### config.mk
export PLATFORM = sky130hd
export DESIGN_NAME = twodo_div
export DESIGN_NICKNAME = d
export VERILOG_FILES = /design/src/rtl/core/twodo_pkg.sv /design/src/rtl/core/twodo_div.sv
export SDC_FILE = /design/constraint.sdc
export NUM_CORES = 1
export LEC_CHECK = 0
export ABC_AREA = 1
export BUFFER_PORTS_ARGS = -buffer_cell sky130_fd_sc_hd__buf_2
export CELL_PAD_IN_SITES_DETAIL_PLACEMENT = 1
export CELL_PAD_IN_SITES_GLOBAL_PLACEMENT = 2
export CORE_MARGIN = 4
export CORE_UTILIZATION = 29
export DETAILED_ROUTE_END_ITERATION = 7
export GPL_TIMING_DRIVEN = 0
export PLACE_DENSITY_LB_ADDON = 0.1
export SYNTH_ARGS = -nofsm -noshare
export SYNTH_HDL_FRONTEND = slang
export SYNTH_SLANG_ARGS = --single-unit
export TNS_END_PERCENT = 30
### constraint.sdc
create_clock -name clock -period 8.1 [get_ports clock]
set_input_delay 2.43 -clock clock [delete_from_list [all_inputs] [get_ports clock]]
set_output_delay 2.43 -clock clock [all_outputs]
set_load 0.05 [all_outputs]
### src/rtl/core/twodo_pkg.sv
package twodo_pkg;

   localparam logic [2:0] REG_LEFT_OFFSET   = 3'd0;
   localparam logic [2:0] REG_RIGHT_OFFSET  = 3'd1;
   localparam logic [2:0] REG_BACK_OFFSET   = 3'd2;
   localparam logic [2:0] REG_IPD           = 3'd3;
   localparam logic [2:0] REG_START_LEFT    = 3'd4;
   localparam logic [2:0] REG_START_RIGHT   = 3'd5;
   localparam logic [2:0] REG_START_HEADING = 3'd6;

   // cordic angle input, Q30 radians, wide enough for 64 * heading + 32 * delta
   localparam int ANGLE_W = 40;
   // cordic x/y width
   localparam int CS_W = 34;
   // reduced angle width inside the cordic
   localparam int RED_W = 35;
   // shared multiplier operand and product widths
   localparam int MUL_W  = 35;
   localparam int PROD_W = 70;
   // divider numerator (value * 2^24) and divisor widths
   localparam int NUM_W = 57;
   localparam int DEN_W = 33;

   localparam logic [ANGLE_W-1:0]       TWO_PI_A  = 40'd6746518852;
   localparam logic signed [RED_W-1:0]  TWO_PI_R  = 35'sd6746518852;
   localparam logic signed [RED_W-1:0]  PI_R      = 35'sd3373259426;
   localparam logic signed [RED_W-1:0]  HALF_PI_R = 35'sd1686629713;
   localparam logic signed [CS_W-1:0]   CORDIC_GAIN = 34'sd652032874;

   // clip to 32-bit signed, msb of the result flags a clip
   function automatic logic [32:0] sat32(input logic signed [71:0] v);
      logic [32:0] r;
      if (v > 72'sd2147483647) begin
         r = {1'b1, 32'h7FFF_FFFF};
      end else if (v < -72'sd2147483648) begin
         r = {1'b1, 32'h8000_0000};
      end else begin
         r = {1'b0, v[31:0]};
      end
      return r;
   endfunction

   function automatic logic signed [RED_W-1:0] atan_q30(input logic [4:0] i);
      logic signed [RED_W-1:0] r;
      case (i)
         5'd0:  r = 35'sd843314857;
         5'd1:  r = 35'sd497837829;
         5'd2:  r = 35'sd263043837;
         5'd3:  r = 35'sd133525159;
         5'd4:  r = 35'sd67021687;
         5'd5:  r = 35'sd33543516;
         5'd6:  r = 35'sd16775851;
         5'd7:  r = 35'sd8388437;
         5'd8:  r = 35'sd4194283;
         5'd9:  r = 35'sd2097149;
         5'd10: r = 35'sd1048576;
         5'd11: r = 35'sd524288;
         5'd12: r = 35'sd262144;
         5'd13: r = 35'sd131072;
         5'd14: r = 35'sd65536;
         5'd15: r = 35'sd32768;
         5'd16: r = 35'sd16384;
         5'd17: r = 35'sd8192;
         5'd18: r = 35'sd4096;
         5'd19: r = 35'sd2048;
         5'd20: r = 35'sd1024;
         5'd21: r = 35'sd512;
         5'd22: r = 35'sd256;
         5'd23: r = 35'sd128;
         5'd24: r = 35'sd64;
         5'd25: r = 35'sd32;
         5'd26: r = 35'sd16;
         5'd27: r = 35'sd8;
         5'd28: r = 35'sd4;
         5'd29: r = 35'sd2;
         5'd30: r = 35'sd1;
         default: r = 35'sd0;
      endcase
      return r;
   endfunction

endpackage

### src/rtl/core/twodo_div.sv
module twodo_div
   import twodo_pkg::*;
#(
   parameter int NW = 57,
   parameter int DW = 33
) (
   input  logic                 clock,
   input  logic                 reset,
   input  logic                 start,
   input  logic signed [NW-1:0] num,
   input  logic signed [DW-1:0] den,
   output logic                 busy,
   output logic signed [NW:0]   quot
);

   localparam int CW = $clog2(NW);

   logic [DW-1:0] rem_ff;
   logic [NW-1:0] work_ff;
   logic [DW-1:0] dmag_ff;
   logic          neg_ff;
   logic [CW-1:0] cnt_ff;
   logic          busy_ff;

   logic [DW:0]   trial;
   logic          fits;
   logic [DW:0]   diff;

   assign trial = {rem_ff, work_ff[NW-1]};
   assign fits  = (trial >= {1'b0, dmag_ff});
   assign diff  = trial - {1'b0, dmag_ff};

   assign busy = busy_ff;
   assign quot = neg_ff ? -$signed({1'b0, work_ff}) : $signed({1'b0, work_ff});

   always_ff @(posedge clock) begin
      if (reset) begin
         busy_ff <= 1'b0;
      end else if (!busy_ff) begin
         if (start) begin
            busy_ff <= 1'b1;
            rem_ff  <= '0;
            work_ff <= num[NW-1] ? NW'(-num) : NW'(num);
            dmag_ff <= den[DW-1] ? DW'(-den) : DW'(den);
            neg_ff  <= num[NW-1] ^ den[DW-1];
            cnt_ff  <= CW'(NW - 1);
         end
      end else begin
         // one restoring step per cycle, quotient bits shift in behind the dividend
         rem_ff  <= fits ? diff[DW-1:0] : trial[DW-1:0];
         work_ff <= {work_ff[NW-2:0], fits};
         cnt_ff  <= cnt_ff - 1'b1;
         if (cnt_ff == '0) begin
            busy_ff <= 1'b0;
         end
      end
   end

endmodule

==> impl_metrics.tcl, run 1 <==
set metrics [dict create \
    grt_use_met2_pct 33.5 \
    holdCritPathClass "flop to flop" \
    critPathMaxFanout 4 \
    clock_skew_ns 0.0135 \
    setup.worst_path.start_class "flop" \
    drive_gt1_share_pct 10.9 \
    grt_overflow 0 \
    synth.most_common_cell "nand2_1" \
    p_sw_share_pct 39.6 \
    use_met3_pct 2.98 \
    clk_root_buffer_cell "clkbuf_16" \
    slew_violations 0 \
    grt_max_degree 24 \
    synth_cell_type_count 43 \
    finalHoldViolations 0 \
    p_comb_share_pct 33.4 \
    die_x_um 222 \
    power.internal_w 0.00146 \
    ir_worst_vdd_uv 128 \
    place_congestion 0.891 \
    rows 78 \
    fmax_ghz 0.176 \
    cap_violations 0 \
    critPathRequiredTime_ns 5.67 \
    syn_nets 2277 \
    setup_viol_count_final 0 \
    core_area_um2 45300 \
    hold_slack_ns 0.559 \
    htree_levels 4 \
    first_iter_violations 1033 \
    p_sw_w 0.000960 \
    antenna_found_initial 0 \
    drcViolationCount 0 \
    grt_pass1_wl_um 87200 \
    ant_nets 0 \
    synth_top_area_share_pct 29.5 \
    syn-cell-area_um2 13200 \
    finalCritPeriodShare_pct 70.0 \
    leakage_nw 7.39 \
    synth_edf_count 130 \
    final_nets 2452 \
    area_growth_pct 16.8 \
    power_frac_clock_pct 31.5 \
    power_density_nw_per_um2 157 \
    cts_tree "done" \
    viasPerCell 4.82 \
    synth_top_area_cell "edfxtp_1" \
    grt-busiest-layer "met1" \
    grt_pass1_vias 14236 \
    clk_pin_slew_ns 0.06 \
    worst_pin_slew_ns 0.855 \
    synth_warnings 0 \
    holdBufCountCts 0 \
    initial_core_util_pct 29.2 \
    relSlewSlack_pct 42.4 \
    wl_per_cell_um 19.6 \
    cts_made_buffers 17 \
    postSynthCellCount 2145 \
    syn_avg_cell_area_um2 6.17 \
    synth_seq_cells 131 \
    cts_setup_buffers 0 \
    synthArstFlopShare_pct 0 \
    fin_ws_ns 2.43 \
    grt.total_usage_pct 23.0 \
    power_w 0.00242 \
    crit_type "flop to primary output" \
    cts.sinks 131 \
    dp_slack_ns 2.94 \
    synthTopCellsByArea "edfxtp_1 29%, nand2_1 20%, nor2_1 9.7%" \
    critPathArrivalTime_ns 3.24 \
    insertion_delay_ns 0.43 \
    fin_util_pct 34.1 \
    clk_path_buf_depth 2 \
    use_met1_pct 36.6 \
    portBuffers 150 \
    n_antenna_cell 0 \
    die_h_um 222 \
    seqPwrFrac_pct 35.2 \
    layout_min_cycle_time_ns 5.67 \
    vias 14146 \
    synthTopCellsByCount "700 x nand2_1, 342 x nor2_1, 327 x inv_1" \
    hpwl_um 49200 \
    ios 152 \
    synth-main-ff-cell "edfxtp_1" \
    rsz0062_at_grt "false" \
    drt-pass1-iter-count 5 \
    routed_wl_um 57400 \
    end_kind "primary output" \
    cts_resized 0 \
    status "completed" \
    dieArea_um2 49100 \
    ys_seq_area_share_pct 29.6 \
]
## metrics by stage
step / area (um^2) / instances / TNS [ns]
floorplan: 13200 / 2145 / 0
global placement: 14700 / 2895 / -225.00
detailed placement: 14900 / 2901 / 0
CTS: 15500 / 2933 / 0
global route: 15500 / 2933 / 0
finish: 15500 / 2933 / 0
## cell usage in the layout (no fill, tap or decap), types with 9 or more instances in the layout
cell type    n
a21oi_1     37
buf_2      158
buf_6       11
clkbuf_1    27
clkbuf_16   17
edfxtp_1   130
ha_1        38
inv_1      327
nand2_1    700
nand2_2      9
nand3_1    169
nand3b_1    37
nand4_1     33
nor2_1     342
nor2_2      12
nor3_1      27
o21ai_0     84
or2_2        9
xnor2_1     14
xor2_1      80
## path summary, 6_finish.rpt
check / start / end / slack, ns / cells after the start
max: work_ff[0] / quot[34] / 2.43 / 11
min: cnt_ff[0] / cnt_ff[0] / 0.56 / 1
max reg2reg: busy / work_ff[23] / 4.94 / 6
min reg2reg: cnt_ff[0] / cnt_ff[0] / 0.56 / 1
## power by group through the flow
stage	sequential, W	clock (W)	combinational, W
global placement	0.000873	0	0.000789
finish	0.000852	0.000763	0.000809
global route	0.000856	0.000815	0.000893
floorplan	0.000852	0	0.000529
CTS	0.000851	0.000782	0.000811
detailed placement	0.000865	0	0.000807
## flip-flops by register name, indices dropped and copies added (netlist names)
register  count
busy          1
dmag_ff      33
rem_ff       33
work_ff      57
neg_ff        1
cnt_ff        6
## layer usage
layer,up-vias,part of all wire (%)
met3,26,4.3
li1,7105,-
met5,-,0
met2,265,41
met4,0,0.95
met1,6750,54
## layout make-up
cell class,count,area [um^2]
clock buffers,17,425
flip-flops and latches,131,3920
fillers,6024,29800
clock inverters,15,145
repair buffers,156,883
plain buffers,47,262
multi-input cells,1635,7830
inverters,332,1250
well taps,600,751
## worst max-delay path: stages (launching register included)
cell	delay (ns)
edfxtp_1	0.45
inv_1	0.27
ha_1	0.28
nand3_1	0.20
nor2_1	0.37
nand3_2	0.16
nor2_1	0.21
nand2_1	0.13
nand2_1	0.16
nand3_1	0.11
xor2_1	0.18
buf_2	0.29
## cell families (layout without fill, tap and decap cells)
group                    count (synthesis)  count (layout)  share of synthesized area (%)
AO/OA/AOI/OAI                          146             146                           5.93
XOR/XNOR                                94              94                           6.22
adder cells (fa/ha/maj)                 39              39                           3.74
buffers and inverters                  379             567                           11.4
flip-flops                             131             131                           29.6
AND/OR/NAND/NOR                       1356            1356                           43.1
No activity file was read; power rests on OpenSTA's default activity.
==> inputs of run 2 (changes only) <==
CORE_UTILIZATION = 32   (was 29)
clock period = 5.8 ns   (was 8.1 ns; I/O delays follow)
==> run 2 against run 1 <==
  * Via count rose by 1.2%
  * Sequential power rose by 40%
  * Register-to-register slack worse by 2.1 ns
  * Clock-buffer cell count did not move
  * Clock power grew 42%
  * Critical path type unchanged
  * Critical endpoint unchanged
==> impl_metrics.tcl, run 2 (same netlist as run 1, synthesis figures left out) <==
set metrics [dict create \
    status "completed" \
    n_antenna_cell 0 \
    clk_path_buf_depth 2 \
    hp-start "cnt_ff[0]" \
    cts_setup_buffers 0 \
    finalHoldViolations 0 \
    rr_worst_depth 16 \
    power_w 0.00339 \
    die_h_um 211 \
    largestRegisters "work_ff: 57 flops, dmag_ff: 33 flops, rem_ff: 33 flops" \
    cts.sinks 131 \
    final_nets 2452 \
    whs_path_depth 1 \
    rsz0062_at_grt "false" \
    cts_resized 0 \
    r2r_slack_ns 2.86 \
    critPathMaxFanout 4 \
    grt_overflow 0 \
    crit_type "flop to primary output" \
    setup.worst_path.start_class "flop" \
    r2r-start "work_ff[56]" \
    r2r_end "rem_ff[30]" \
    dieArea_um2 44700 \
    grt.total_usage_pct 24.9 \
    hpwl_um 47800 \
    power_density_nw_per_um2 221 \
    vias 14316 \
    slew_violations 0 \
    fin_ws_ns 0.903 \
    clock_skew_ns 0.0194 \
    largest_reg_flops 57 \
    cts_tree "done" \
    min_to "cnt_ff[0]" \
    critPathArrivalTime_ns 3.16 \
    first_iter_violations 896 \
    holdCritPathClass "flop to flop" \
    wl_per_cell_um 19.5 \
    layout_commonest_cell "nand2_1" \
    finalCritPeriodShare_pct 84.4 \
    end_kind "primary output" \
    htree_levels 4 \
    die_x_um 211 \
    portBuffers 150 \
    drcViolationCount 0 \
    initial_core_util_pct 32.4 \
    relSlewSlack_pct 40.4 \
    cap_violations 0 \
    grt_pass1_wl_um 85100 \
    holdBufCountCts 0 \
    fmax_ghz 0.204 \
    grt_max_degree 28 \
    drive_gt1_share_pct 10.9 \
    leakage_nw 7.40 \
    fin_cells 2865 \
    place_congestion 0.903 \
    fill_cells 5423 \
    top_register "work_ff" \
    viasPerCell 5.00 \
    grt_pass1_vias 14329 \
    routed_wl_um 55900 \
    worst_pin_slew_ns 0.888 \
    area_growth_pct 16.0 \
    dp_slack_ns 1.40 \
    ios 152 \
    final_cell_mix "700 x nand2_1, 342 x nor2_1, 327 x inv_1, 169 x nand3_1, 158 x buf_2" \
    drt-pass1-iter-count 5 \
    ir_worst_vdd_uv 154 \
    critPathRequiredTime_ns 4.06 \
    clk_pin_slew_ns 0.07 \
    ant_nets 0 \
    setup_viol_count_final 0 \
    core_area_um2 40800 \
    antenna_found_initial 1 \
    clk_root_buffer_cell "clkbuf_16" \
    hold_slack_ns 0.573 \
    cts_made_buffers 17 \
    dp_cells 2833 \
    layout_min_cycle_time_ns 4.90 \
    rows 74 \
    insertion_delay_ns 0.45 \
]
-- run 2: cell count changes in the layout (fill, tap and decap cells not counted) --
cell,change
buf_12,+2
buf_16,-2
bufinv_16,-1
clkinv_2,-1
clkinv_4,-1
clkinvlp_4,-3
inv_6,-1
inv_8,+7
-- run 2: where the power goes --
part / internal (W) / switching, W / total, W
Clock: 0.000577 / 0.000503 / 0.00108
Combinational: 0.000311 / 0.000813 / 0.00112
Sequential: 0.00113 / 0.0000550 / 0.00119
Total: 0.00202 / 0.00137 / 0.00339
-- run 2: metal layers --
metal | track usage (%) | wire length [um] | vias to the layer above
li1 | - | - | 7112
met5 | 0 | 0 | -
met2 | 36.3 | 23100 | 311
met1 | 39.4 | 29500 | 6861
met4 | 4.20 | 568 | 0
met3 | 3.62 | 2770 | 32
-- run 2: area by class of cell --
type | count | area [um^2] | share of cell area [%]
plain buffers | 47 | 262 | 1.70
clock buffers | 17 | 425 | 2.77
clock inverters | 15 | 149 | 0.969
inverters | 332 | 1250 | 8.11
multi-input cells | 1635 | 7830 | 50.9
flip-flops and latches | 131 | 3920 | 25.5
well taps | 532 | 666 | 4.33
repair buffers | 156 | 868 | 5.65
-- run 2: per-stage QoR --
stage | utilization (%) | TNS [ns] | cell area (um^2)
3_5_place_dp | 36.2 | 0 | 14800
3_3_place_gp | 35.9 | -54.98 | 14700
5_1_grt | 37.6 | 0 | 15400
2_1_floorplan | - | 0 | 13200
4_1_cts | 37.6 | 0 | 15400
6_report | 37.6 | 0 | 15400
-- run 2: worst max-delay path by stage --
stage | from | slack [ns] | cells after the start | end
after floorplan | start | 0.92 | 2 | cnt_ff[0]
after global placement | start | -1.11 | 5 | busy
after detailed placement | work_ff[0] | 1.40 | 11 | quot[34]
after CTS | work_ff[0] | 0.89 | 11 | quot[34]
after global routing | work_ff[0] | 0.72 | 11 | quot[34]
final | work_ff[0] | 0.90 | 11 | quot[34]
-- run 2: worst max-delay path, cell delays in order, from the launching register on --
cell,delay [ns]
edfxtp_1,0.39
inv_1,0.19
ha_1,0.27
nand3_1,0.20
nor2_1,0.36
nand3_2,0.17
nor2_1,0.24
nand2_1,0.13
nand2_1,0.15
nand3_1,0.11
xor2_1,0.21
buf_2,0.30
