File: src/rtl/core/twodo_pkg.sv
package twodo_pkg;

   localparam logic [2:0] REG_LEFT_OFFSET   = 3'd0;
   localparam logic [2:0] REG_RIGHT_OFFSET  = 3'd1;
   localparam logic [2:0] REG_BACK_OFFSET   = 3'd2;
   localparam logic [2:0] REG_IPD           = 3'd3;
   localparam logic [2:0] REG_START_LEFT    = 3'd4;
   localparam logic [2:0] REG_START_RIGHT   = 3'd5;
   localparam logic [2:0] REG_START_HEADING = 3'd6;

   // cordic angle input, Q30 radians, wide enough for 64 * heading + 32 * delta
   localparam int ANGLE_W = 40;
   // cordic x/y width
   localparam int CS_W = 34;
   // reduced angle width inside the cordic
   localparam int RED_W = 35;
   // shared multiplier operand and product widths
   localparam int MUL_W  = 35;
   localparam int PROD_W = 70;
   // divider numerator (value * 2^24) and divisor widths
   localparam int NUM_W = 57;
   localparam int DEN_W = 33;

   localparam logic [ANGLE_W-1:0]       TWO_PI_A  = 40'd6746518852;
   localparam logic signed [RED_W-1:0]  TWO_PI_R  = 35'sd6746518852;
   localparam logic signed [RED_W-1:0]  PI_R      = 35'sd3373259426;
   localparam logic signed [RED_W-1:0]  HALF_PI_R = 35'sd1686629713;
   localparam logic signed [CS_W-1:0]   CORDIC_GAIN = 34'sd652032874;

   // clip to 32-bit signed, msb of the result flags a clip
   function automatic logic [32:0] sat32(input logic signed [71:0] v);
      logic [32:0] r;
      if (v > 72'sd2147483647) begin
         r = {1'b1, 32'h7FFF_FFFF};
      end else if (v < -72'sd2147483648) begin
         r = {1'b1, 32'h8000_0000};
      end else begin
         r = {1'b0, v[31:0]};
      end
      return r;
   endfunction

   function automatic logic signed [RED_W-1:0] atan_q30(input logic [4:0] i);
      logic signed [RED_W-1:0] r;
      case (i)
         5'd0:  r = 35'sd843314857;
         5'd1:  r = 35'sd497837829;
         5'd2:  r = 35'sd263043837;
         5'd3:  r = 35'sd133525159;
         5'd4:  r = 35'sd67021687;
         5'd5:  r = 35'sd33543516;
         5'd6:  r = 35'sd16775851;
         5'd7:  r = 35'sd8388437;
         5'd8:  r = 35'sd4194283;
         5'd9:  r = 35'sd2097149;
         5'd10: r = 35'sd1048576;
         5'd11: r = 35'sd524288;
         5'd12: r = 35'sd262144;
         5'd13: r = 35'sd131072;
         5'd14: r = 35'sd65536;
         5'd15: r = 35'sd32768;
         5'd16: r = 35'sd16384;
         5'd17: r = 35'sd8192;
         5'd18: r = 35'sd4096;
         5'd19: r = 35'sd2048;
         5'd20: r = 35'sd1024;
         5'd21: r = 35'sd512;
         5'd22: r = 35'sd256;
         5'd23: r = 35'sd128;
         5'd24: r = 35'sd64;
         5'd25: r = 35'sd32;
         5'd26: r = 35'sd16;
         5'd27: r = 35'sd8;
         5'd28: r = 35'sd4;
         5'd29: r = 35'sd2;
         5'd30: r = 35'sd1;
         default: r = 35'sd0;
      endcase
      return r;
   endfunction

endpackage

File: src/rtl/core/twodo_cordic.sv
module twodo_cordic
   import twodo_pkg::*;
#(
   parameter int CORDIC_STEPS = 24
) (
   input  logic                      clock,
   input  logic                      reset,
   input  logic                      start,
   input  logic signed [ANGLE_W-1:0] angle,
   output logic                      busy,
   output logic signed [CS_W-1:0]    cos_out,
   output logic signed [CS_W-1:0]    sin_out
);

   localparam int IW = $clog2(CORDIC_STEPS);

   typedef enum logic [1:0] {C_IDLE, C_RED, C_FOLD, C_ITER} cstate_type;

   cstate_type              state_ff;
   logic [ANGLE_W-1:0]      mag_ff;
   logic                    aneg_ff;
   logic [2:0]              k_ff;
   logic signed [RED_W-1:0] r_ff;
   logic signed [CS_W-1:0]  x_ff;
   logic signed [CS_W-1:0]  y_ff;
   logic                    neg_ff;
   logic [IW-1:0]           i_ff;

   logic [ANGLE_W-1:0]      tk;
   logic signed [RED_W-1:0] r0;
   logic signed [RED_W-1:0] r1;
   logic signed [RED_W-1:0] r2;
   logic                    fneg;
   logic signed [CS_W-1:0]  nx;
   logic signed [CS_W-1:0]  ny;
   logic signed [RED_W-1:0] nr;
   logic signed [RED_W-1:0] at;

   assign busy    = (state_ff != C_IDLE);
   assign cos_out = x_ff;
   assign sin_out = y_ff;
   assign tk      = TWO_PI_A << k_ff;

   // remainder takes the sign of the angle, then wrap into +-pi and fold into +-pi/2
   always_comb begin
      r0 = aneg_ff ? -$signed(mag_ff[RED_W-1:0]) : $signed(mag_ff[RED_W-1:0]);
      r1 = r0;
      if (r0 > PI_R) begin
         r1 = r0 - TWO_PI_R;
      end
      if (r0 < -PI_R) begin
         r1 = r0 + TWO_PI_R;
      end
      r2   = r1;
      fneg = 1'b0;
      if (r1 > HALF_PI_R) begin
         r2   = r1 - PI_R;
         fneg = 1'b1;
      end else if (r1 < -HALF_PI_R) begin
         r2   = r1 + PI_R;
         fneg = 1'b1;
      end
   end

   always_comb begin
      at = atan_q30(5'(i_ff));
      if (!r_ff[RED_W-1]) begin
         nx = x_ff - (y_ff >>> i_ff);
         ny = y_ff + (x_ff >>> i_ff);
         nr = r_ff - at;
      end else begin
         nx = x_ff + (y_ff >>> i_ff);
         ny = y_ff - (x_ff >>> i_ff);
         nr = r_ff + at;
      end
   end

   always_ff @(posedge clock) begin
      if (reset) begin
         state_ff <= C_IDLE;
      end else begin
         case (state_ff)
            C_IDLE: begin
               if (start) begin
                  mag_ff   <= angle[ANGLE_W-1] ? ANGLE_W'(-angle) : ANGLE_W'(angle);
                  aneg_ff  <= angle[ANGLE_W-1];
                  k_ff     <= 3'd6;
                  state_ff <= C_RED;
               end
            end
            C_RED: begin
               if (mag_ff >= tk) begin
                  mag_ff <= mag_ff - tk;
               end
               k_ff <= k_ff - 1'b1;
               if (k_ff == 3'd0) begin
                  state_ff <= C_FOLD;
               end
            end
            C_FOLD: begin
               r_ff     <= r2;
               neg_ff   <= fneg;
               x_ff     <= CORDIC_GAIN;
               y_ff     <= '0;
               i_ff     <= '0;
               state_ff <= C_ITER;
            end
            C_ITER: begin
               r_ff <= nr;
               i_ff <= i_ff + 1'b1;
               if (i_ff == IW'(CORDIC_STEPS - 1)) begin
                  x_ff     <= neg_ff ? -nx : nx;
                  y_ff     <= neg_ff ? -ny : ny;
                  state_ff <= C_IDLE;
               end else begin
                  x_ff <= nx;
                  y_ff <= ny;
               end
            end
            default: state_ff <= C_IDLE;
         endcase
      end
   end

endmodule

File: config.mk
export PLATFORM = sky130hd
export DESIGN_NAME = twodo_cordic
export DESIGN_NICKNAME = d
export VERILOG_FILES = /design/src/rtl/core/twodo_pkg.sv /design/src/rtl/core/twodo_cordic.sv
export SDC_FILE = /design/constraint.sdc
export NUM_CORES = 1
export LEC_CHECK = 0
export BUFFER_PORTS_ARGS = -buffer_cell sky130_fd_sc_hd__buf_2
export CAP_MARGIN = 5
export CORE_UTILIZATION = 25
export DETAILED_ROUTE_END_ITERATION = 8
export SLEW_MARGIN = 30
export SYNTH_ARGS = -nofsm -noshare
export SYNTH_HDL_FRONTEND = slang
export SYNTH_SLANG_ARGS = --single-unit
File: constraint.sdc
create_clock -name clock -period 11.3 [get_ports clock]
set_clock_uncertainty 0.05 [all_clocks]
set_input_delay 2.825 -clock clock [delete_from_list [all_inputs] [get_ports clock]]
set_output_delay 2.825 -clock clock [all_outputs]
set_load 0.005 [all_outputs]
==> metrics.md, run 1 <==
| Metric | Value |
|---|---|
| CP Data Required Time | 11480 ps |
| Worst-case headroom to the max-slew limit | 0.3486 |
| Starting density of the core | 0.2531 |
| Power per cell area | 300.8 mW/mm^2 |
| Final total power | 8.789 mW |
| Initial DRC count | between 2000 and 2500 |
| Worst setup slack after placement | ~2500 ps |
| Hold Crit Depth | 2 |
| Metal-1 WL | approximately 38000 um |
| Via count of the first global-routing pass | between 20000 and 25000 |
| Max Cap Violations | 0 |
| Placeable Area | roughly 0.11 mm^2 |
| Worst hold-check path type | reg -> reg |
| Total area of multi-input combinational cells | approximately 0.02 mm^2 |
| # fillers | around 11000 |
| Wire length of the first global-routing pass | between 100000 and 150000 um |
| Library cell with the largest summed area after synthesis | edfxtp_1 |
| Count of final max-slew check failures | 0 |
| Area of the die | approximately 0.11 mm^2 |
| Netlist Area Pre-Place | 0.02672 mm^2 |
| Die outline width | 328.9 um |
| Max layer used | met4 |
| Startpoint of the worst setup timing path | i_ff[0]$_DFFE_PP_ |
| Status | complete, but fails checks |
| Number of buffers inserted to repair setup after CTS | 0 |
| Number of top-level pins | between 100 and 150 |
| Sequential cell area | approximately 0.0052 mm^2 |
| Filler-free cell count of the finished design | between 4000 and 5000 |
| Grt ovf | 0 |
| Register bit count reported by yosys | ~190 |
| Number of hold-repair buffers added at the cts stage | 0 |
| Worst r2r dst | cos_out[33]$_SDFFCE_PN0P_ |
| Insertion delay of the later-clocked pin in the worst-skew pair | between 500 and 600 ps |
| Synthesized Nets | 3585 |
| Final core utilization | 0.2768 |
| Violated checks | DRC |
| Hold Vio Cnt, Final | 0 |
| H-tree lvl count | 4 |
| Clk root buf | clkbuf_16 |
| Number of distinct library cells after synthesis | approximately 110 |
| Reg2Reg Setup Slack | around 2500 ps |
| Critical path arrival | approximately 9000 ps |
| Critical path fanouts, max | 39 |
| DP HPWL | roughly 66000 um |
| Number of warnings reported in the yosys synthesis log | 0 |
| Count of flip-flops with a built-in enable after synthesis | ~150 |
| Die Height | roughly 330 um |
| Startpoint of the most critical register-to-register path | i_ff[0]$_DFFE_PP_ |
| Area Growth Syn to Fin | 9.337% |
| Synthesized instance count | around 3400 |
| Summed negative setup slack over all endpoints | 0 ps |
| Share of layout cells above drive strength 1 | 0.1123 |
| Tcrit/Tclk final | 0.7815 |
| Number of DRC violations after detailed routing | 20 |
| Total wire length | ~85000 um |
| Mean Syn Cell Area | approximately 7.9 um^2 |
| Average detailed-routed wire length per instance | ~18 um |
| Final setup slack of the worst path | between 2000 and 2500 ps |
| Met2 Wirelength | approximately 40000 um |
| # nets final | 3576 |
| Worst ir drop on vdd | around 0.00014 V |
| Post-synthesis sequential area ratio | 0.1959 |
| Critical path class | reg -> reg |
| Pre-antenna DRT Iters | 8 |
| CTS tree | done |
| Maximum number of pins on one net before global-route repair | 75 |
| Depth of the worst register-to-register path | 26 |
| Startpoint kind of the worst setup timing path | flop |
| Number of sinks driven by the clock tree | between 150 and 200 |
| Number of gates resized after cts | 0 |
| Initial antenna violation count | 2 |
| Maximum buffer depth of the clock tree | 2 |
| Type of destination of the critical path | flop |
| CTS Buf Count | 17 |
| Reported leakage power | around 11 nW |
| Post-synth top area share | 0.1719 |
| Fraction of synthesis flops using an asynchronous set or reset pin | 0 |
| Cell count after placement | roughly 4700 |
| Avg Vias per Cell | between 5 and 6 |
| Period minus WS final | ~9000 ps |
| Setup repair after global routing missed its margin | false |
| Worst Max-Slew Pin Slew | 976.9 ps |
| Upper clock frequency limit | approximately 110 MHz |
| Std cell rows | 119 |
| Global placement routability congestion | between 0.9 and 1 |
| Met3 layer wire length in the routed design | 4784 um |
| Top_reg_cell synth | edfxtp_1 |
| Endpoint of the most critical setup path | cos_out[33]$_SDFFCE_PN0P_ |
| Clock input transition at the sequential cells of the worst setup and hold paths | ~90 ps |
| Total vias in the final route | 25640 |
| Final setup viols | 0 |
| Antenna Nets Post-Route | 0 |
| I/O Buffers | about 110 |
| Total track usage | 0.1527 |
| Top post-synthesis cells by area | edfxtp_1, xnor2_1, ha_1 |
-- kinds of logic (layout without fill, tap and decap cells) --
group	after synthesis	after routing	synth area share
other	0	2	0
and+or+nand+nor	1231	1231	0.2233
AOI/OAI and AO/OA	949	949	0.2362
buffers and inverters	284	288	0.04219
xor gates and xnor gates	398	398	0.1313
adders and majority gates	170	170	0.08045
muxes	155	155	0.09065
DFF	185	185	0.1959
-- worst min-delay path by stage --
stage / start / endpoint / slack [ps]
4_1_cts: state_ff[0]$_SDFFE_PP0P_ / state_ff[0]$_SDFFE_PP0P_ / 500
3_3_place_gp: state_ff[0]$_SDFFE_PP0P_ / state_ff[0]$_SDFFE_PP0P_ / 480
6_report: state_ff[0]$_SDFFE_PP0P_ / state_ff[0]$_SDFFE_PP0P_ / 500
5_1_grt: state_ff[0]$_SDFFE_PP0P_ / state_ff[0]$_SDFFE_PP0P_ / 570
2_1_floorplan: state_ff[0]$_SDFFE_PP0P_ / state_ff[0]$_SDFFE_PP0P_ / 460
3_5_place_dp: state_ff[0]$_SDFFE_PP0P_ / state_ff[0]$_SDFFE_PP0P_ / 490
-- critical path: stages, from the launching register on --
cell	delay [ps]
edfxtp_1	880
buf_4	650
mux4_2	610
mux2_2	310
mux2i_1	310
nand2_1	80
o21ai_0	170
a21boi_0	400
and4_1	270
nor2_1	50
xnor2_1	150
ha_1	210
nor3_1	280
a21boi_0	400
o21ai_0	260
a31oi_1	310
xnor2_1	90
o41ai_1	510
nor4bb_1	520
nor3b_1	450
nand3b_1	240
or4_1	480
nor3_1	240
nand3_1	140
o31ai_1	260
xnor2_1	160
nor2_1	50
-- report_power, final --
part	total (mW)	internal, mW	switching, mW
sequential	1.32	1.07	0.251
clock	0.645	0.299	0.346
combinational	6.83	2.74	4.09
total	8.79	4.10	4.69
-- Yosys cell counts (10+ instances only) --
library cell / number
mux2_2: 36
o31ai_1: 35
ha_1: 167
or4_1: 21
nor3_1: 104
o21ai_0: 183
clkbuf_1: 120
nand4_1: 26
nand2_1: 371
mux4_2: 66
xor2_1: 156
buf_1: 28
and2_1: 30
o2111ai_1: 14
buf_2: 19
inv_1: 108
nand3_1: 77
nor4_1: 23
a21boi_0: 10
or2_2: 30
nor2b_1: 36
and3_1: 38
o41ai_1: 19
o211ai_1: 21
o21a_1: 42
xnor2_1: 239
nand3b_1: 12
a211oi_1: 28
o22ai_1: 24
dfxtp_1: 32
o21ai_1: 12
nand2b_1: 43
nor2_1: 320
mux2i_1: 53
a21o_1: 44
edfxtp_1: 153
a31oi_1: 46
or3_1: 45
a21oi_1: 283
o21bai_1: 22
nor3b_1: 12
-- state kept, by name, indices dropped and copies added (netlist names), 2 cells and up --
signal	flops
mag_ff	40
r_ff	35
cos_out	34
sin_out	34
at	30
i_ff	5
k_ff	3
state_ff	2
-- cell usage in the layout (no fill, tap or decap), types with 17 or more instances in the layout --
master       n
buf_2      111
o21a_1      42
a31oi_1     46
o41ai_1     19
or3_1       45
ha_1       166
xor2_1     156
nor2_1     319
nand2_1    371
o211ai_1    21
mux2_2      36
xnor2_1    239
nand2b_1    43
dfxtp_1     32
nand3_1     77
and3_1      38
nor4_1      23
buf_4       33
o21ai_0    183
edfxtp_1   153
a211oi_1    26
o31ai_1     34
mux4_2      66
mux2i_1     53
or2_2       30
a21oi_1    282
or4_1       21
nand4_1     26
o22ai_1     24
a21o_1      44
nor3_1     104
and2_1      30
o21bai_1    21
nor2b_1     36
clkbuf_16   17
inv_1      106
-- routing by layer --
layer / vias to the layer above / global-route usage
met3: 149 / 0.01837
met4: 0 / 0.05379
met1: 12100 / 0.1985
met5: - / 0
met2: 917 / 0.2587
li1: 12480 / -
-- per-stage QoR --
| stage | hold WS (ps) | cell area [um^2] |
|---|---|---|
| after detailed placement | 488.7 | 28600 |
| after global placement | 479.2 | 28590 |
| after global routing | 567.3 | 29210 |
| after floorplan | 460.5 | 26720 |
| final | 504.9 | 29220 |
| after CTS | 500.4 | 29190 |
-- layout make-up --
| type | instances | area share |
|---|---|---|
| multi-input combinational | 2903 | 0.6985 |
| sequential | 185 | 0.1792 |
| tap | 1391 | 0.05957 |
| timing repair buffer | 145 | 0.02788 |
| clock buffer | 17 | 0.01456 |
| inverter | 111 | 0.01439 |
| clock inverter | 15 | 0.005782 |
| antenna | 2 | 0.0001713 |
No activity file was read; power rests on OpenSTA's default activity.
==> inputs of run 2 (changes only) <==
--- a/config.mk
+++ b/config.mk
@@ -5,6 +5,7 @@
 export SDC_FILE = /design/constraint.sdc
 export NUM_CORES = 1
 export LEC_CHECK = 0
+export ABC_AREA = 1
 export BUFFER_PORTS_ARGS = -buffer_cell sky130_fd_sc_hd__buf_2
 export CAP_MARGIN = 5
 export CORE_UTILIZATION = 25
==> constraint.sdc (replaced) <==
create_clock -name clock -period 8.06 [get_ports clock]
set_clock_uncertainty 0.05 [all_clocks]
set_input_delay 2.015 -clock clock [delete_from_list [all_inputs] [get_ports clock]]
set_output_delay 2.015 -clock clock [all_outputs]
set_load 0.005 [all_outputs]
==> metrics.md, run 2 <==
| Metric | Value |
|---|---|
| Initial DRC count | 3376 (was 2119) |
| Most frequent standard cell in the layout excluding fill and tap cells | nand2_1 (unchanged) |
| Type of destination of the critical path | flop (unchanged) |
| Number of gates resized after cts | 0 (unchanged) |
| Launch instance of the worst min-delay path | state_ff[1]$_SDFFE_PP0P_ (was state_ff[0]$_SDFFE_PP0P_) |
| Most common cell in the synthesized netlist | nand2_1 (unchanged) |
| Switching part of the total | 0.6244 (was 0.5334) |
| Switching power summed over all nets | 9.959 mW (was 4.688 mW) |
| # fillers | 13960 (was 11430) |
| Top register by number of flip-flops | mag_ff (unchanged) |
| Number of warnings reported in the yosys synthesis log | 0 (unchanged) |
| Post-synthesis share of cell area spent on and, or, nand and nor gates | 0.4181 (was 0.2233) |
| Most frequent cells in the layout | nand2_1, nor2_1, inv_1 (was nand2_1, nor2_1, a21oi_1) |
| Combinational power share | 0.824 (was 0.777) |
| Register bit count reported by yosys | 185 (unchanged) |
| Area Growth Syn to Fin | 8.630% (was 9.337%) |
| Post-synth top area share | 0.1892 (was 0.1719) |
| Pre-antenna DRT Iters | 6 (was 8) |
| Startpoint of the worst setup timing path | i_ff[0]$_DFFE_PP_ (unchanged) |
| Number of hold-repair buffers added at the cts stage | 0 (unchanged) |
| Starting density of the core | 0.2531 (about the same) |
| Setup repair after global routing missed its margin | false (unchanged) |
| Summed negative setup slack over all endpoints | 0 ps (unchanged) |
| Number of sinks driven by the clock tree | 185 (unchanged) |
| Antenna Nets Post-Route | 0 (unchanged) |
| Mean Syn Cell Area | 5.775 um^2 (was 7.924 um^2) |
| Avg Vias per Cell | 5.045 (was 5.377) |
| Total wire length | 116100 um (was 85040 um) |
| Via count of the first global-routing pass | 32660 (was 23940) |
| Power per cell area | 474.8 mW/mm^2 (was 300.8 mW/mm^2) |
| Maximum buffer depth of the clock tree | 2 (unchanged) |
| Cell count after placement | 6959 (was 4735) |
| Wire length of the first global-routing pass | 181400 um (was 133300 um) |
| Filler-free cell count of the finished design | 6992 (was 4769) |
| Synthesized Nets | 5568 (was 3585) |
| Total vias in the final route | 35280 (was 25640) |
| Hold Vio Cnt, Final | 0 (unchanged) |
| Max Cap Violations | 0 (unchanged) |
| DP HPWL | 92000 um (was 65580 um) |
| Share of the synthesized netlist area taken by xor and xnor gates | 0.06146 (was 0.1313) |
| Critical path arrival | 7390 ps (was 9010 ps) |
| Clock input transition at the sequential cells of the worst setup and hold paths | 90 ps (about the same) |
| Arithmetic-cell share of the synthesized area counting full adders, half adders and majority gates | 0.06951 (was 0.08045) |
| Tcrit/Tclk final | 0.8920 (was 0.7815) |
| Startpoint of the most critical register-to-register path | i_ff[0]$_DFFE_PP_ (unchanged) |
| CP Data Required Time | 8260 ps (was 11480 ps) |
| Number of distinct library cells after synthesis | 70 (was 106) |
| Die Height | 353.7 um (was 328.9 um) |
| Largest registers | mag_ff (40), r_ff (35) (unchanged) |
| Critical path class | reg -> reg (unchanged) |
| Worst ir drop on vdd | 0.0002246 V (was 0.0001424 V) |
| Number of buffers inserted to repair setup after CTS | 0 (unchanged) |
| Hold Crit Depth | 2 (unchanged) |
| Worst-case hold slack | 547.6 ps (was 504.9 ps) |
| # nets final | 5566 (was 3576) |
| Library cell with the largest summed area after synthesis | nand2_1 (was edfxtp_1) |
| Count of final max-slew check failures | 0 (unchanged) |
| Global placement routability congestion | 0.9559 (was 0.9324) |
| Top_reg_cell synth | edfxtp_1 (unchanged) |
| Mux cell area share after synthesis | 0.005179 (was 0.09065) |
| Insertion delay of the later-clocked pin in the worst-skew pair | 530 ps (was 520 ps) |
| Fraction of synthesis flops using an asynchronous set or reset pin | 0 (unchanged) |
| Placeable Area | 0.1222 mm^2 (was 0.1056 mm^2) |
| Post-synthesis sequential area ratio | 0.1693 (was 0.1959) |
| Fraction of power consumed by the clock network | 0.058 (was 0.073) |
| Max incr delay on CP | 630 ps (was 880 ps) |
| I/O Buffers | 111 (unchanged) |
| Number of flip-flops in the largest register | 40 (unchanged) |
| H-tree lvl count | 4 (unchanged) |
| Share of layout cells above drive strength 1 | 0.07175 (was 0.1123) |
| Worst hold-check path type | reg -> reg (unchanged) |
| Most Crowded Layer GR | met2 (unchanged) |
| Maximum number of pins on one net before global-route repair | 80 (was 75) |
| Share of power burned in registers | 0.118 (was 0.150) |
| Reported leakage power | 15.32 nW (was 10.75 nW) |
| Share of the synthesized area in compound gates (AO/OA/AOI/OAI) | 0.1771 (was 0.2362) |
| Hold path endpoint | state_ff[1]$_SDFFE_PP0P_ (was state_ff[0]$_SDFFE_PP0P_) |
| Netlist Area Pre-Place | 0.03092 mm^2 (was 0.02672 mm^2) |
| Depth of the worst register-to-register path | 39 (was 26) |
| Count of flip-flops with a built-in enable after synthesis | 153 (unchanged) |
| Met2 usage | 0.3066 (was 0.2587) |
| Worst r2r dst | cos_out[32]$_SDFFCE_PN0P_ (was cos_out[33]$_SDFFCE_PN0P_) |
| Critical path fanouts, max | 79 (was 39) |
| Cell internal pwr | 5.990 mW (was 4.101 mW) |
| Total track usage | 0.1802 (was 0.1527) |
| Average detailed-routed wire length per instance | 16.61 um (was 17.83 um) |
| CTS Buf Count | 17 (unchanged) |
| Clk root buf | clkbuf_16 (unchanged) |
| Worst Max-Slew Pin Slew | 905.1 ps (was 976.9 ps) |
| Reg2Reg Setup Slack | 870 ps (was 2470 ps) |
| Number of DRC violations after detailed routing | 0 (was 20) |
| Final setup viols | 0 (unchanged) |
| Startpoint kind of the worst setup timing path | flop (unchanged) |
| Global routing usage on met1 | 0.2346 (was 0.1985) |
| Area of the die | 0.1251 mm^2 (was 0.1082 mm^2) |
| Status | finished, final reports clean (was complete, but fails checks) |
| CTS tree | done (unchanged) |
| Period minus WS final | 7190 ps (was 8831 ps) |
| Upper clock frequency limit | 139.1 MHz (was 113.2 MHz) |
| List of most frequent post-synthesis cells | nand2_1, nor2_1, inv_1, o21ai_0, nand3_1 (was nand2_1, nor2_1, a21oi_1, xnor2_1, o21ai_0) |
| Number of top-level pins | 112 (unchanged) |
| Std cell rows | 128 (was 119) |
| Die outline width | 353.7 um (was 328.9 um) |
| Met3 layer usage reported by global route | 0.01912 (was 0.01837) |
| Top post-synthesis cells by area | nand2_1, edfxtp_1, nor2_1 (was edfxtp_1, xnor2_1, ha_1) |
| Dominant combinational cell family by area after synthesis | simple AND/OR/NAND/NOR gates (was compound AO/OA/AOI/OAI gates) |
| Synthesized instance count | 5355 (was 3372) |
| Cell mode on critical path | nand2_1 (was xnor2_1) |
| Initial antenna violation count | 2 (unchanged) |
| Grt ovf | 0 (unchanged) |
| Cell type of the slowest stage on the worst timing path | nor4_1 (was edfxtp_1) |
| Worst-case headroom to the max-slew limit | 0.3966 (was 0.3486) |
run 2: cell types whose count changed in the layout (fill, tap and decap cells not counted), sizes merged, moves of 66 or more:
cell	before	now
nand2	371	1626
inv	118	584
nor2	320	687
nand3	77	418
o21ai	199	480
xnor2	239	66
mux4	66	0
nand4	27	93
run 2: how the worst max path moves through the flow:
stage,end,slack [ps]
2_1_floorplan,at[3]$_DFF_P_,1690
3_3_place_gp,cos_out[32]$_SDFFCE_PN0P_,760
3_5_place_dp,cos_out[32]$_SDFFCE_PN0P_,850
4_1_cts,cos_out[32]$_SDFFCE_PN0P_,810
5_1_grt,sin_out[33]$_SDFFCE_PN0P_,90
6_report,cos_out[32]$_SDFFCE_PN0P_,870
run 2: area by class of cell:
cell class | count | area [um^2] | area share
clock buffers | 17 | 425.4 | 0.01266
clock inverters | 15 | 193.9 | 0.005773
diodes | 1 | 2.502 | 0.00007449
well taps | 1625 | 2033 | 0.06053
multi-input cells | 4418 | 22640 | 0.6740
repair buffers | 147 | 858.3 | 0.02555
flip-flops and latches | 185 | 5235 | 0.1558
inverters | 584 | 2202 | 0.06555
run 2: power by group through the flow:
| stage | sequential, mW | combinational, mW | clock, mW |
|---|---|---|---|
| 3_3_place_gp | 1.90 | 12.8 | 0 |
| 2_1_floorplan | 1.73 | 9.85 | 0 |
| 5_1_grt | 1.91 | 14.7 | 0.977 |
| 4_1_cts | 1.88 | 13.0 | 0.963 |
| 6_report | 1.89 | 13.1 | 0.924 |
| 3_5_place_dp | 1.90 | 12.9 | 0 |
run 2: cells by family (layout without fill, tap and decap cells):
family	count (synthesis)	count (layout)
flops	185	185
compound gates	1004	1004
xor+xnor	217	217
buf+inv	752	763
simple gates	3011	3011
mux	16	16
fa+ha+maj	170	170
other cells	0	1
run 2: layer usage:
| metal | vias up | wire length, um |
|---|---|---|
| li1 | 17770 | - |
| met4 | 2 | 3709 |
| met5 | - | 7 |
| met2 | 1152 | 54250 |
| met1 | 16160 | 51640 |
| met3 | 198 | 6539 |
run 2: per-stage QoR:
| step | worst slack (ps) | area, um^2 | power, mW | util |
|---|---|---|---|---|
| 2_1_floorplan | 1689 | 30920 | 11.58 | - |
| 3_3_place_gp | 762.7 | 32930 | 14.74 | 0.2695 |
| 3_5_place_dp | 853.6 | 32950 | 14.79 | 0.2697 |
| 4_1_cts | 808.9 | 33570 | 15.83 | 0.2747 |
| 5_1_grt | 89.75 | 33590 | 17.63 | 0.2749 |
| 6_report | 870.3 | 33590 | 15.95 | 0.2749 |
run 2: worst max-delay path: cells and delay by family (launching register included):
kind | cells | cell delay [ps]
xor gates and xnor gates | 2 | 450
adders and majority gates | 2 | 510
buffers and inverters | 4 | 450
DFF | 1 | 470
and+or+nand+nor | 23 | 3440
AOI/OAI and AO/OA | 8 | 1510
